$ cat config.mk
export PLATFORM = sky130hd
export DESIGN_NAME = smvg_back_flat
export DESIGN_NICKNAME = d
export VERILOG_FILES = /design/src/rtl/smvg_pkg.sv /design/src/rtl/smvg_if.sv /design/src/rtl/smvg_back.sv /design/src/flat_wrapper.sv
export SDC_FILE = /design/constraint.sdc
export NUM_CORES = 1
export LEC_CHECK = 0
export BUFFER_PORTS_ARGS = -buffer_cell sky130_fd_sc_hd__clkbuf_2
export CAP_MARGIN = 20
export CORE_MARGIN = 5
export CORE_UTILIZATION = 40
export CTS_BUF_LIST = sky130_fd_sc_hd__clkbuf_16
export CTS_CLUSTER_DIAMETER = 150
export DETAILED_ROUTE_END_ITERATION = 8
export PLACE_DENSITY = 0.7
export SKIP_LAST_GASP = 1
export SLEW_MARGIN = 40
export SYNTH_ARGS = -nofsm -noshare
export SYNTH_HDL_FRONTEND = slang
export SYNTH_SLANG_ARGS = --single-unit
$ cat constraint.sdc
create_clock -name clk -period 6.65 [get_ports clk]
set_clock_uncertainty 0.1 [all_clocks]
set_input_delay 0.3325 -clock clk [delete_from_list [all_inputs] [get_ports clk]]
set_output_delay 0.3325 -clock clk [all_outputs]
set_load 0.1 [all_outputs]
$ cat src/rtl/smvg_pkg.sv
// Shared constants, types and helper functions of the sphere mesh vertex generator.
package smvg_pkg;

    // Grid and angle resolution
    localparam int SEGMENT_BITS = 8;
    localparam int ANGLE_BITS   = 16;
    localparam int ANG_SHIFT    = 32 - ANGLE_BITS;

    // Long division: product of a grid index and a 17-bit sweep, scaled by 2^16
    localparam int DIV_W = SEGMENT_BITS + 17 + 16;

    // CORDIC
    localparam int COR_STEPS = 24;
    localparam int COR_W     = 34;
    localparam int COR_LAT   = COR_STEPS + 2;
    localparam logic [31:0] GAIN_Q30 = 32'd652032874;
    localparam logic [31:0] ATAN_TURN [COR_STEPS] = '{
        32'd536870912, 32'd316933406, 32'd167458907, 32'd85004756,
        32'd42667331,  32'd21354465,  32'd10679838,  32'd5340245,
        32'd2670163,   32'd1335087,   32'd667544,    32'd333772,
        32'd166886,    32'd83443,     32'd41722,     32'd20861,
        32'd10430,     32'd5215,      32'd2608,      32'd1304,
        32'd652,       32'd326,       32'd163,       32'd81
    };

    // Front pipeline: input, divider, angle, CORDIC, four multiply/round stages
    localparam int NSTG = 1 + DIV_W + 1 + COR_LAT + 4;

    // Queue between front and back
    localparam int Q_DEPTH = 4;
    localparam int Q_AW    = 2;

    // Register indexes
    localparam logic [2:0] REG_RADIUS       = 3'd0;
    localparam logic [2:0] REG_WIDTH_SEGS   = 3'd1;
    localparam logic [2:0] REG_HEIGHT_SEGS  = 3'd2;
    localparam logic [2:0] REG_PHI_START    = 3'd3;
    localparam logic [2:0] REG_PHI_LENGTH   = 3'd4;
    localparam logic [2:0] REG_THETA_START  = 3'd5;
    localparam logic [2:0] REG_THETA_LENGTH = 3'd6;

    // Result kinds
    localparam logic [1:0] KIND_VERTEX = 2'd0;
    localparam logic [1:0] KIND_TRI    = 2'd1;
    localparam logic [1:0] KIND_ERROR  = 2'd2;

    typedef struct packed {
        logic [15:0]             radius;
        logic [SEGMENT_BITS-1:0] seg_around;
        logic [SEGMENT_BITS-1:0] seg_rings;
        logic [15:0]             phi_start;
        logic [16:0]             phi_length;
        logic [15:0]             theta_start;
        logic [15:0]             theta_length;
    } cfg_t;

    typedef struct packed {
        logic [SEGMENT_BITS-1:0] row;
        logic [SEGMENT_BITS-1:0] col;
        logic [SEGMENT_BITS-1:0] w;
        logic                    outside;
        logic                    tri_a;
        logic                    tri_b;
        logic                    u_neg;
    } side_t;

    typedef struct packed {
        side_t       side;
        logic [15:0] tu;
        logic [14:0] tv;
    } side2_t;

    typedef struct packed {
        logic               outside;
        logic               tri_a;
        logic               tri_b;
        logic signed [16:0] px;
        logic signed [16:0] py;
        logic signed [16:0] pz;
        logic [15:0]        tu;
        logic [14:0]        tv;
        logic [15:0]        ia;
        logic [15:0]        ib;
        logic [15:0]        ic;
        logic [15:0]        id;
    } qitem_t;

    typedef struct packed {
        logic [1:0]  kind;
        logic [16:0] pos_x;
        logic [16:0] pos_y;
        logic [16:0] pos_z;
        logic [15:0] tex_u;
        logic [14:0] tex_v;
        logic [15:0] index_a;
        logic [15:0] index_b;
        logic [15:0] index_c;
        logic        last;
    } res_t;

    // Clamp a position to the symmetric Q8.8 range
    function automatic logic signed [16:0] sat_pos(input logic signed [21:0] v);
        logic signed [16:0] r;
        if (v > 22'sd65535)
            r = 17'sd65535;
        else if (v < -22'sd65535)
            r = -17'sd65535;
        else
            r = v[16:0];
        return r;
    endfunction

endpackage

$ cat src/rtl/smvg_if.sv


interface smvg_res_if;
    logic        valid;
    logic        ready;
    logic [1:0]  kind;
    logic [16:0] pos_x;
    logic [16:0] pos_y;
    logic [16:0] pos_z;
    logic [15:0] tex_u;
    logic [14:0] tex_v;
    logic [15:0] index_a;
    logic [15:0] index_b;
    logic [15:0] index_c;
    logic        last;
    modport source (output valid, output kind, output pos_x, output pos_y, output pos_z,
                    output tex_u, output tex_v, output index_a, output index_b,
                    output index_c, output last, input ready);
    modport sink   (input valid, input kind, input pos_x, input pos_y, input pos_z,
                    input tex_u, input tex_v, input index_a, input index_b,
                    input index_c, input last, output ready);
endinterface


$ cat src/rtl/smvg_back.sv
// Back end: item queue and expansion of each item into its vertex and triangles, or an error result.
module smvg_back
    import smvg_pkg::*;
(
    input  logic       clk,
    input  logic       rst_n,
    input  qitem_t     q_item,
    input  logic       q_push,
    output logic       q_full,
    smvg_res_if.source rsp
);

    localparam logic [1:0] PH_VERT  = 2'd0;
    localparam logic [1:0] PH_TRI_A = 2'd1;
    localparam logic [1:0] PH_TRI_B = 2'd2;

    qitem_t          mem_reg [Q_DEPTH];
    logic [Q_AW-1:0] wp_reg;
    logic [Q_AW-1:0] rp_reg;
    logic [Q_AW:0]   cnt_reg;
    logic [1:0]      phase_reg;
    logic            out_vld_reg;
    res_t            out_reg;

    qitem_t     head;
    logic       has;
    logic       ld;
    logic       emit;
    logic       pop;
    logic       more;
    logic [1:0] ph_next;
    res_t       res;

    assign head   = mem_reg[rp_reg];
    assign has    = (cnt_reg != '0);
    assign q_full = (cnt_reg == (Q_AW+1)'(Q_DEPTH));
    assign ld     = !out_vld_reg || rsp.ready;
    assign emit   = ld && has;
    assign pop    = emit && !more;

    // Result for the current phase of the head item
    always_comb
    begin
        res     = '0;
        more    = 1'b0;
        ph_next = PH_VERT;
        case (phase_reg)
            PH_VERT:
            begin
                if (head.outside)
                begin
                    res.kind = KIND_ERROR;
                end
                else
                begin
                    res.kind    = KIND_VERTEX;
                    res.pos_x   = head.px;
                    res.pos_y   = head.py;
                    res.pos_z   = head.pz;
                    res.tex_u   = head.tu;
                    res.tex_v   = head.tv;
                    res.index_a = head.ib;
                end
                more    = head.tri_a || head.tri_b;
                ph_next = head.tri_a ? PH_TRI_A : PH_TRI_B;
            end
            PH_TRI_A:
            begin
                res.kind    = KIND_TRI;
                res.index_a = head.ia;
                res.index_b = head.ib;
                res.index_c = head.id;
                more        = head.tri_b;
                ph_next     = PH_TRI_B;
            end
            PH_TRI_B:
            begin
                res.kind    = KIND_TRI;
                res.index_a = head.ib;
                res.index_b = head.ic;
                res.index_c = head.id;
            end
            default:
            begin
                res.kind = KIND_ERROR;
            end
        endcase
        res.last = !more;
    end

    // Queue storage
    always_ff @(posedge clk)
    begin
        if (q_push)
            mem_reg[wp_reg] <= q_item;
    end

    // Queue pointers, phase and output valid
    always_ff @(posedge clk or negedge rst_n)
    begin
        if (!rst_n)
        begin
            wp_reg      <= '0;
            rp_reg      <= '0;
            cnt_reg     <= '0;
            phase_reg   <= PH_VERT;
            out_vld_reg <= 1'b0;
        end
        else
        begin
            if (q_push)
                wp_reg <= wp_reg + Q_AW'(1);
            if (pop)
                rp_reg <= rp_reg + Q_AW'(1);
            cnt_reg <= cnt_reg + (Q_AW+1)'(q_push) - (Q_AW+1)'(pop);
            if (emit)
                phase_reg <= more ? ph_next : PH_VERT;
            if (ld)
                out_vld_reg <= has;
        end
    end

    // Output register
    always_ff @(posedge clk)
    begin
        if (emit)
            out_reg <= res;
    end

    assign rsp.valid   = out_vld_reg;
    assign rsp.kind    = out_reg.kind;
    assign rsp.pos_x   = out_reg.pos_x;
    assign rsp.pos_y   = out_reg.pos_y;
    assign rsp.pos_z   = out_reg.pos_z;
    assign rsp.tex_u   = out_reg.tex_u;
    assign rsp.tex_v   = out_reg.tex_v;
    assign rsp.index_a = out_reg.index_a;
    assign rsp.index_b = out_reg.index_b;
    assign rsp.index_c = out_reg.index_c;
    assign rsp.last    = out_reg.last;

endmodule

$ cat src/flat_wrapper.sv
// flat-port wrapper written by rule: the top's interface ports become plain ports
module smvg_back_flat import smvg_pkg::*;
  (clk, rst_n, q_item, q_push, q_full, rsp_valid, rsp_kind, rsp_pos_x, rsp_pos_y, rsp_pos_z, rsp_tex_u, rsp_tex_v, rsp_index_a, rsp_index_b, rsp_index_c, rsp_last, rsp_ready);
  smvg_res_if rsp_i ();
  input  logic clk;
  input  logic rst_n;
  input  qitem_t q_item;
  input  logic q_push;
  output logic q_full;
  output wire logic [$bits(rsp_i.valid)-1:0] rsp_valid;
  output wire logic [$bits(rsp_i.kind)-1:0] rsp_kind;
  output wire logic [$bits(rsp_i.pos_x)-1:0] rsp_pos_x;
  output wire logic [$bits(rsp_i.pos_y)-1:0] rsp_pos_y;
  output wire logic [$bits(rsp_i.pos_z)-1:0] rsp_pos_z;
  output wire logic [$bits(rsp_i.tex_u)-1:0] rsp_tex_u;
  output wire logic [$bits(rsp_i.tex_v)-1:0] rsp_tex_v;
  output wire logic [$bits(rsp_i.index_a)-1:0] rsp_index_a;
  output wire logic [$bits(rsp_i.index_b)-1:0] rsp_index_b;
  output wire logic [$bits(rsp_i.index_c)-1:0] rsp_index_c;
  output wire logic [$bits(rsp_i.last)-1:0] rsp_last;
  input wire logic [$bits(rsp_i.ready)-1:0] rsp_ready;
  assign rsp_valid = rsp_i.valid;
  assign rsp_kind = rsp_i.kind;
  assign rsp_pos_x = rsp_i.pos_x;
  assign rsp_pos_y = rsp_i.pos_y;
  assign rsp_pos_z = rsp_i.pos_z;
  assign rsp_tex_u = rsp_i.tex_u;
  assign rsp_tex_v = rsp_i.tex_v;
  assign rsp_index_a = rsp_i.index_a;
  assign rsp_index_b = rsp_i.index_b;
  assign rsp_index_c = rsp_i.index_c;
  assign rsp_last = rsp_i.last;
  assign rsp_i.ready = rsp_ready;
  smvg_back u_core (.clk(clk), .rst_n(rst_n), .q_item(q_item), .q_push(q_push), .q_full(q_full), .rsp(rsp_i));
endmodule
==> reports/qor.yml <==
worstPathRequired_ns: 7.08
fin_nets: 1794
area_growth_pct: 24.5
vias: 13110
slew_violations: 0
drt-initial-drc-count: 1015
status: "complete, no violations"
synth_top_area_frac: 0.807
use_met2: 0.263
postCtsSetupBuffers: 0
drt_wl_total_mm: 57.5
maxCapViolations: 0
fin_crit_ns: 3.45
tightestPinTransition_ns: 0.821
largest_register_ffs: 596
worstPathMaxFanout: 24
power.leakage_nw: 11.7
hold_violations: 0
cts_buffer_depth: 3
finalSetupTns_ns: 0
synth-seq-area-share: 0.816
critical_path_class: "flip-flop to flip-flop"
gp_congestion: 0.704
drt_first_pass_iters: 5
port-buffer-count: 287
vdd_drop_max_v: 0.000447
grt_pass1_wl_mm: 87.3
clock_sinks: 739
grt_usage: 0.156
synth_top_cell_by_area: "edfxtp_1"
initial_core_util: 0.403
synth_edf_count: 729
grt_max_degree: 77
yosysMostFrequentCell: "edfxtp_1"
cts.htree.levels: 3
clk_pin_slew_ns: 0.06
layout-drive-gt1-share: 0.344
yosysWarnings: 0
holdWs_ns: 0.380
core_sq_mm: 0.0673
met3_usage: 0.0422
cts_root_buffer: "clkbuf_16"
grt_setup_unrepaired: "false"
synthCells: 1142
top_usage_layer: "met2"
endpoint_kind: "flip-flop"
max_freq_mhz: 290
syn_area_sq_mm: 0.0271
slew_headroom: 0.453
synth_fp_nets: 1306
setup_violations: 0
seqCellArea_sq_mm: 0.0221
antenna_found_initial: 12
detail-route-antenna-nets: 0
synthDistinctLibCells: 30
powerDensity_mw_per_mm2: 518
hold_class: "primary input to flip-flop"
synth_top_flop_cell: "edfxtp_1"
via_per_inst: 5.09
die_area_sq_mm: 0.0732
grt_overflow: 0
die_x_um: 270
route.detailed.drc: 0
ys_ff_latch: 739
fillers: 5306
grt_use_met1: 0.202
crit_path_cell_trace: "buf_12, mux4_2, or2_4, a211oi_2, ha_1, inv_1, ha_1, inv_1, fa_1, xnor2_1, xnor2_1"
async_reset_ff_frac: 0.0135
num_rows: 95
cts_tree: "done"
rrSetupSlack_ns: 3.20
clock_latency_ns: 0.61
post_cts_resized: 0
synth_area_leaders: "edfxtp_1 81%, mux4_2 12%, nor2b_1 2.7%"
yosys-top-cells-count: "729 x edfxtp_1, 149 x mux4_2, 115 x nor2b_1"
avgSynthCellArea_sq_um: 23.8
slowest_delay_ns: 0.62
crit_path_start_kind: "flip-flop"
wl_per_cell_um: 22.3
post-route-period-util: 0.519
multi_input_area_sq_mm: 0.00474
die_h_um: 270
ios: 288
arrival_ns: 3.89
cts_buffers: 77
hpwl_mm: 32.6
slowest_stage: "dfrtp_4"
grt_pass1_vias: 14268
## worst paths after layout
path | start | endpoint | cells past startpoint
setup reg to reg | u_core.rp_reg[0]$_DFFE_PN0P_ | u_core.cnt_reg[2]$_DFF_PN0_ | 11
hold / removal | q_item[8] | u_core.mem_reg[3][8]$_DFFE_PP_ | 2
max in group asynchronous | rst_n | u_core.rp_reg[1]$_DFFE_PN0P_ | 4
setup / recovery | u_core.rp_reg[0]$_DFFE_PN0P_ | u_core.cnt_reg[2]$_DFF_PN0_ | 11
min in group asynchronous | rst_n | u_core.phase_reg[1]$_DFFE_PN0P_ | 3
hold reg to reg | u_core.cnt_reg[2]$_DFF_PN0_ | u_core.cnt_reg[2]$_DFF_PN0_ | 1
## cells by family (layout without fill, tap and decap cells)
group | count (synthesis) | count (layout) | share of synthesized area
xor gates and xnor gates | 5 | 5 | 0.00161
AOI/OAI and AO/OA | 43 | 43 | 0.0130
muxes | 150 | 150 | 0.124
and+or+nand+nor | 130 | 130 | 0.0295
other | 0 | 10 | 0
DFF | 739 | 739 | 0.816
adders and majority gates | 11 | 11 | 0.00535
buffers and inverters | 64 | 616 | 0.0106
## per-layer routing
metal	wire, um	vias up
li1	-	5727
met1	23600	6907
met2	29100	405
met3	3780	69
met4	973	2
met5	7	-
## metrics by stage
step	std cells	utilization	power (mW)	instance area [sq um]	setup WS, ns
2_1_floorplan	1142	-	12.0	27100	2.00
6_report	2577	0.502	17.5	33800	3.20
4_1_cts	2566	0.501	17.7	33700	3.01
5_1_grt	2571	0.502	18.3	33800	3.01
3_5_place_dp	2269	0.441	13.4	29700	3.02
3_3_place_gp	2268	0.440	13.3	29600	3.08
## worst max-delay path: cells and delay by family, from the launching register on
| family | cells | cell delay (ns) |
|---|---|---|
| AO/OA/AOI/OAI | 1 | 0.29 |
| buffers and inverters | 3 | 0.38 |
| AND/OR/NAND/NOR | 1 | 0.28 |
| flip-flops | 1 | 0.62 |
| multiplexers | 1 | 0.57 |
| XOR/XNOR | 2 | 0.32 |
| adder cells (fa/ha/maj) | 3 | 0.80 |
## what timing repair did
item / in CTS / in global routing
endpoints found under the setup margin: 0 / 0
endpoints found under the hold margin: 610 / 0
hold buffers: 154 / 0
## power by group
part           internal [mW]  switching (mW)  total (mW)
sequential              6.49           0.371        6.86
combinational           1.73            4.69        6.42
clock                   2.48            1.75        4.23
total                   10.7            6.81        17.5
## cells in the final DEF, fill, tap and decap left out, drive strengths merged, types with 2 or more instances in the layout
cell type / count
xor2: 2
xnor2: 3
clkbuf: 364
a22o: 16
bufinv: 9
a21oi: 3
a211oi: 2
and2: 5
clkinvlp: 5
dlygate4sd3: 154
nor2b: 115
clkinv: 34
dfrtp: 10
o21ai: 4
diode: 10
a22oi: 16
nand2: 6
mux4: 149
ha: 10
edfxtp: 729
inv: 30
buf: 20
## layout make-up
| cell class | instances | area share |
|---|---|---|
| timing repair buffer | 461 | 0.0948 |
| tap | 873 | 0.0323 |
| clock buffer | 77 | 0.0570 |
| sequential | 739 | 0.656 |
| antenna | 10 | 0.000741 |
| clock inverter | 66 | 0.0177 |
| multi-input combinational | 339 | 0.140 |
| inverter | 12 | 0.00156 |
Note: power is estimated with default switching activity, not from simulation.
